## config.mk

```make
export PLATFORM = sky130hd
export DESIGN_NAME = mms_cell
export DESIGN_NICKNAME = d
export VERILOG_FILES = /design/src/rtl/core/mms_pkg.sv /design/src/rtl/core/mms_cell.sv
export SDC_FILE = /design/constraint.sdc
export NUM_CORES = 2
export LEC_CHECK = 0
export BUFFER_PORTS_ARGS = -buffer_cell sky130_fd_sc_hd__buf_4
export CAP_MARGIN = 15
export CORE_MARGIN = 2
export CORE_UTILIZATION = 25
export DETAILED_ROUTE_END_ITERATION = 10
export GPL_ROUTABILITY_DRIVEN = 0
export PLACE_DENSITY = 0.47
export SLEW_MARGIN = 20
export SYNTH_ARGS = -nofsm -noshare
export SYNTH_HDL_FRONTEND = slang
export SYNTH_SLANG_ARGS = --single-unit
```

## constraint.sdc

```tcl
create_clock -name clk -period 10.25 [get_ports clk]
set_clock_uncertainty 0.2 [all_clocks]
set_input_delay 0.5125 -clock clk [delete_from_list [all_inputs] [get_ports clk]]
set_output_delay 0.5125 -clock clk [all_outputs]
set_load 0.02 [all_outputs]
```

## src/rtl/core/mms_pkg.sv

```systemverilog
// Shared types and constants for the model matrix stack.
package mms_pkg;

  localparam int STACK_DEPTH_DEF = 16;
  localparam int FRAC_BITS_DEF   = 8;

  localparam int ROW_W  = 64;
  localparam int ELEM_W = 16;
  localparam int ROWS   = 4;
  localparam int ACC_W  = 34;

  localparam logic [1:0] KIND_MUL   = 2'd0;
  localparam logic [1:0] KIND_PUSH  = 2'd1;
  localparam logic [1:0] KIND_POP   = 2'd2;
  localparam logic [1:0] KIND_CLEAR = 2'd3;

  typedef struct packed {
    logic ident;
    logic shift;
    logic mac;
    logic clr;
    logic finish;
  } cell_ctl_t;

endpackage

```

## src/rtl/core/mms_cell.sv

```systemverilog
// One row cell: holds a matrix row, shifts it along the chain, multiply-accumulates.
module mms_cell #(
  parameter int FRAC_BITS = mms_pkg::FRAC_BITS_DEF,
  parameter int ROW_IDX   = 0
) (
  input  logic                      clk,
  input  logic                      rst,
  input  mms_pkg::cell_ctl_t        ctl,
  input  logic [mms_pkg::ROW_W-1:0] row_in,
  input  logic [mms_pkg::ROW_W-1:0] op_row,
  output logic [mms_pkg::ROW_W-1:0] row_out
);
  import mms_pkg::*;

  localparam logic [ROW_W-1:0] IDENT = ROW_W'(1) << (FRAC_BITS + ELEM_W * ROW_IDX);
  localparam logic signed [ACC_W-1:0] SAT_MAX = ACC_W'(32767);
  localparam logic signed [ACC_W-1:0] SAT_MIN = ACC_W'(-32768);

  logic [ROW_W-1:0]        row;
  logic signed [ACC_W-1:0] acc [ROWS];
  logic signed [ACC_W-1:0] sum [ROWS];
  logic signed [ELEM_W-1:0] elem;
  logic signed [ELEM_W-1:0] opel [ROWS];
  logic signed [2*ELEM_W-1:0] prod [ROWS];
  logic signed [2*ELEM_W-1:0] trunc [ROWS];
  logic [ROW_W-1:0]        sat_row;

  assign elem    = signed'(row[ELEM_W-1:0]);
  assign row_out = row;

  always_comb begin
    for (int c = 0; c < ROWS; c++) begin
      opel[c]  = signed'(op_row[ELEM_W*c +: ELEM_W]);
      prod[c]  = elem * opel[c];
      trunc[c] = prod[c] >>> FRAC_BITS;
      sum[c]   = (ctl.clr ? ACC_W'(0) : acc[c]) + ACC_W'(trunc[c]);
      if (acc[c] > SAT_MAX) begin
        sat_row[ELEM_W*c +: ELEM_W] = 16'h7fff;
      end else if (acc[c] < SAT_MIN) begin
        sat_row[ELEM_W*c +: ELEM_W] = 16'h8000;
      end else begin
        sat_row[ELEM_W*c +: ELEM_W] = acc[c][ELEM_W-1:0];
      end
    end
  end

  always_ff @(posedge clk) begin
    if (rst) begin
      row <= IDENT;
    end else if (ctl.ident) begin
      row <= IDENT;
    end else if (ctl.shift) begin
      row <= row_in;
    end else if (ctl.mac) begin
      row <= {row[ELEM_W-1:0], row[ROW_W-1:ELEM_W]};
    end else if (ctl.finish) begin
      row <= sat_row;
    end
  end

  always_ff @(posedge clk) begin
    if (ctl.mac) begin
      for (int c = 0; c < ROWS; c++) begin
        acc[c] <= sum[c];
      end
    end
  end

endmodule

```

## Word level (Yosys, flattened, before mapping)

Memories as Yosys holds them, arrays and structs flattened.
Cells that the tools add are included.

| word-level totals | value |
|---|---|
| bits in registers | 64 |
| bits in writable memories | 136 |
| output and inout port bits | 64 |
| logic and storage cells | 37 |
| memories | 1 |

Memories:

| name | depth | bits a word | read ports | clocked after Yosys merged registers in | write ports | line | text |
|---|---|---|---|---|---|---|---|
| acc | 4 | 34 | 4 | 0 | 4 | mms_cell.sv:20 | `logic signed [ACC_W-1:0] acc [ROWS];` |

| operators by class | value |
|---|---|
| $add $sub $neg | 4 |
| multiply operators | 4 |
| $lt $le $gt $ge | 8 |
| muxes and demuxes | 17 |
| reduce and logical (&&, ||, !) cells | 2 |

Operators by type and width:

| kind | count |
|---|---|
| $mux 64 | 3 |
| $add 34x24->34 | 4 |
| $gt 34x16->1 const B | 4 |
| $lt 34x16->1 const B | 4 |
| $mux 34 | 4 |
| $mul 16x16->32 | 4 |
| $mux 16 | 8 |
| $reduce_bool 3->1 | 1 |
| $mux 1 | 2 |
| $reduce_or 2->1 | 1 |

## Depth between registers and ports, before layout

| depth | value |
|---|---|
| depth after elaboration | 6 |
| depth in mapped cells | 42 |
| mapped depth without buffers | 40 |

## Worst setup path before layout

OpenSTA, ideal clock, no wires.

| timing | value |
|---|---|
| path kind | register to register |
| start | register row[11], in the netlist row_out[11] |
| end | memory acc[3][33] (data pin) |
| arrival time | 9189 ps |
| slack | 601 ps |
| cell stages (with the launch flop) | 39 |
| path buffers | 2 |
| period minus slack after synthesis | 9649 ps |
| cell sequence | dfxtp_1 -> clkbuf_1 -> clkbuf_1 -> nand2_1 -> fa_1 -> fa_1 -> fa_1 -> inv_1 -> fa_1 -> fa_1 -> inv_1 -> fa_1 -> inv_1 -> ha_1 -> a211oi_1 -> nor2_1 -> or3_1 -> o21a_1 -> [3 not listed] -> or2_2 -> a21oi_1 -> o21a_1 -> xnor2_1 -> ha_1 -> a211oi_1 -> o21bai_1 -> a211oi_1 -> o21ai_0 -> a41oi_1 -> nor2_1 -> a211oi_1 -> o31ai_2 -> or2_2 -> nor3_1 -> o21ai_0 -> mux2i_1 -> xnor2_1 |

RTL lines:

| what | line | text |
|---|---|---|
| from (decl) | mms_cell.sv:19 | `logic [ROW_W-1:0] row;` |
| from (signal assigned) | mms_cell.sv:53 | `row <= row_in;` |
| from (signal assigned) | mms_cell.sv:55 | `row <= {row[ELEM_W-1:0], row[ROW_W-1:ELEM_W]};` |
| from (signal assigned) | mms_cell.sv:57 | `row <= sat_row;` |
| to (decl) | mms_cell.sv:20 |  |

==> impl_table.tex <==
\begin{tabular}{lr}
\hline
Metric & Value \\
\hline
\multicolumn{2}{l}{\textbf{Drt}} \\
Ratio of routed vias to standard cells & 4.536 \\
Overall routed net length & 170,800 um \\
Routed wirelength normalized by instance count & 19.40 um \\
Total via count in the routed design & 39,920 \\
Drt pass-1 iters & 8 \\
DRT iter0 DRCs & 2,465 \\
Residual DRC & 0 \\
Count of nets left with antenna violations after detail routing & 0 \\
\multicolumn{2}{l}{\textbf{Timing}} \\
Number of hold-slack violations in the final timing report & 0 \\
F\_max & 101.6 MHz \\
Count of final setup violators & 0 \\
Pins Over Slew Limit & 0 \\
Final period demand of the worst path & 9.842 ns \\
Slew at the pin closest to its max-slew limit & 1.103 ns \\
Relative slew slack & 26.09\% \\
Unrepaired setup endpoints after global routing & yes \\
Post-route fraction of the period consumed by the critical path & 96.02\% \\
Final-layout setup total negative slack & 0 ns \\
\multicolumn{2}{l}{\textbf{Floorplanning}} \\
Placement row count & 169 \\
Initial Util & 25.11\% \\
Die Width & 465.1 um \\
Die area & 0.2163 mm2 \\
IO Count & 199 \\
Vertical die dimension & 465.1 um \\
Core area & 0.2117 mm2 \\
\multicolumn{2}{l}{\textbf{Global routing}} \\
Number of global-route vias before repair & 42,600 \\
Largest net degree at the start of global routing & 103 \\
Total routing usage reported by global routing & 16.11\% \\
Global-route wire length before repair & 266,400 um \\
Number of antenna violations at the first check in global routing & 42 \\
Sum of overflow across all layers after global routing & 0 \\
\multicolumn{2}{l}{\textbf{Layout}} \\
FILL cells & 22,670 \\
Layout net count & 7,573 \\
Relative area change from synthesis to final layout & 10.54\% \\
Most common cell after layout, fill and taps aside & inv\_1 \\
Commonest non-fill, non-tap cells in the layout & inv\_1 (1,178), fa\_1 (1,048), nand2\_1 (659) \\
Fraction of layout cells with a size suffix above 1 & 5.899\% \\
\multicolumn{2}{l}{\textbf{Yosys}} \\
Ys Warns & 0 \\
Average cell area after synthesis & 8.986 um2 \\
Syn Inst Count & 5,914 \\
Number of distinct library cell variants in the gate-level netlist after synthesis & 71 \\
Combined area of all synthesized cells & 0.05315 mm2 \\
Proportion of synthesized flip-flops having asynchronous set or reset & 0\% \\
Number of storage elements in the synthesis netlist & 200 \\
Syn\_nets & 7,533 \\
Most frequently used flop master after synthesis & edfxtp\_1 \\
Post-synth EDFFs & 136 \\
Share of synthesized area occupied by flip-flops and latches & 10.10\% \\
\multicolumn{2}{l}{\textbf{Worst setup path}} \\
Worst EP arrival & 9.94 ns \\
FF-to-FF path depth & 33 \\
Slowest stage cell, crit path & a2111oi\_1 \\
Critical path's largest stage delay & 0.57 ns \\
Maximum fanout count along the critical path & 32 \\
Data required, critical path & 10.35 ns \\
Most common cell on crit path & fa\_1 \\
Path type of the worst setup path & flop to flop \\
CP endpoint kind & flop \\
Startpoint type of the worst setup path & flop \\
\multicolumn{2}{l}{\textbf{Hold path}} \\
Instance count along the most critical hold path & 5 \\
Type of the most critical hold path & input port to flop \\
\multicolumn{2}{l}{\textbf{Pwr}} \\
Total power divided by cell area & 344.7 mW/mm2 \\
Static leakage & 0.02855 uW \\
Power consumption & 20,250 uW \\
Worst vdd rail ir drop & 360.6 uV \\
\multicolumn{2}{l}{\textbf{Flow run}} \\
MaxCap Viol Count & 0 \\
\multicolumn{2}{l}{\textbf{Clock tree}} \\
Clock tree from TritonCTS & built \\
Clock slew seen by the registers of the worst setup and hold paths & 0.10 ns \\
CTS max path bufs & 2 \\
Total clock buffers created by CTS & 17 \\
Clock tree root driver cell & clkbuf\_16 \\
Max H-tree Level & 4 \\
Hold-fix buffers, CTS & 0 \\
Clk Latency, worst-skew pair & 0.54 ns \\
Clock sinks & 200 \\
\multicolumn{2}{l}{\textbf{Placement}} \\
Half-perimeter wire length of the detailed placement result & 136,800 um \\
IO Port Bufs & 198 \\
\multicolumn{2}{l}{\textbf{Run status}} \\
Run status & finished clean \\
\hline
\end{tabular}
==> worst paths after layout <==
check,from,endpoint,slack [ns]
setup / recovery,row_out[7],acc[2][32],0.41
hold / removal,row_in[17],row_out[17],0.14
setup reg to reg,row_out[7],acc[2][32],0.41
hold reg to reg,row_out[47],row_out[47],0.29
==> power by group <==
group          leakage [uW]  switching, uW  internal (uW)
registers           0.00186            268           1990
logic                0.0264           9930           7280
clock network      0.000306            407            365
total                0.0285          10600           9640
==> synthesized netlist by cell type, drive strengths merged (5+ instances only) <==
library cell | count | share of area, %
inv | 1177 | 8.3
fa | 1048 | 39
nand2 | 659 | 4.7
and2 | 464 | 5.5
ha | 436 | 10
nor2 | 248 | 1.8
clkbuf | 246 | 1.7
a21oi | 229 | 2.2
nor2b | 216 | 2.5
xnor2 | 177 | 2.9
o21ai | 150 | 1.4
edfxtp | 136 | 7.7
a21o | 78 | 1.1
xor2 | 69 | 1.1
dfxtp | 64 | 2.4
o311ai | 61 | 1.0
nand2b | 54 | 0.64
o21a | 54 | 0.76
nor3 | 43 | 0.41
nand3 | 39 | 0.37
nand4 | 38 | 0.45
o21bai | 22 | 0.31
nor4 | 19 | 0.22
and3 | 16 | 0.19
a211oi | 15 | 0.21
a31oi | 13 | 0.15
o211ai | 13 | 0.19
buf | 11 | 0.094
a211o | 9 | 0.15
or4 | 9 | 0.13
a221oi | 8 | 0.16
maj3 | 8 | 0.15
o31ai | 8 | 0.15
or2 | 8 | 0.094
a221o | 5 | 0.094
a41oi | 5 | 0.082
and4 | 5 | 0.082
==> flip-flops by register name (all words and copies together), names as in the netlist <==
register / count
row_out: 64
acc: 136
==> worst max-delay path: cells and delay by family (launching register included) <==
family | cells | cell delay (ns)
buffers and inverters | 6 | 0.78
DFF | 1 | 0.52
adders and majority gates | 9 | 3.91
AOI/OAI and AO/OA | 11 | 2.85
and+or+nand+nor | 5 | 0.83
xor gates and xnor gates | 2 | 0.47
==> stage by stage <==
step | utilization (%) | std cells | area [um2] | setup WS, ns | hold slack [ns]
finish | 27.75 | 8801 | 58750 | 0.4077 | 0.1420
global route | 27.75 | 8794 | 58730 | -0.001953 | 0.1489
CTS | 27.69 | 8785 | 58610 | 0.2214 | 0.1056
detailed placement | 27.40 | 8753 | 58000 | 0.2254 | 0.2781
global placement | 27.40 | 8753 | 58000 | 0.1309 | 0.2610
floorplan | - | 5914 | 53150 | 0.6008 | 0.3404
==> logic make-up (layout without fill, tap and decap cells) <==
group           count (synthesis)  in the layout  synth area share [%]
flops                         200            200                 10.10
other cells                     0             13                     0
simple gates                 1829           1829                 17.14
buf+inv                      1434           1487                 10.14
compound gates                709            709                 8.581
mux                             4              4               0.07534
fa+ha+maj                    1492           1492                 49.89
xor+xnor                      246            246                 4.068
==> layout make-up <==
cell class | count | area (um2) | share of cell area, %
flip-flops and latches | 200 | 5413 | 9.214
clock inverters | 11 | 96.34 | 0.1640
multi-input cells | 4280 | 42430 | 72.23
inverters | 1177 | 4418 | 7.521
clock buffers | 21 | 508.0 | 0.8647
well taps | 2821 | 3530 | 6.008
repair buffers | 278 | 2315 | 3.940
diodes | 13 | 32.53 | 0.05538
==> repair_timing <==
| action | CTS | global route |
|---|---|---|
| buffers inserted | 0 | 2 |
| gates resized for setup | 0 | 15 |
| setup endpoints to repair | 0 | 11 |
==> routing by layer <==
metal / track usage, % / vias up / part of all wire, %
met5: 0 / - / 0.12
met4: 3.734 / 32 / 1.9
met3: 2.532 / 135 / 5.3
met2: 25.47 / 806 / 46
met1: 22.99 / 20600 / 47
li1: - / 18350 / -
Note: power is estimated with default switching activity, not from simulation.
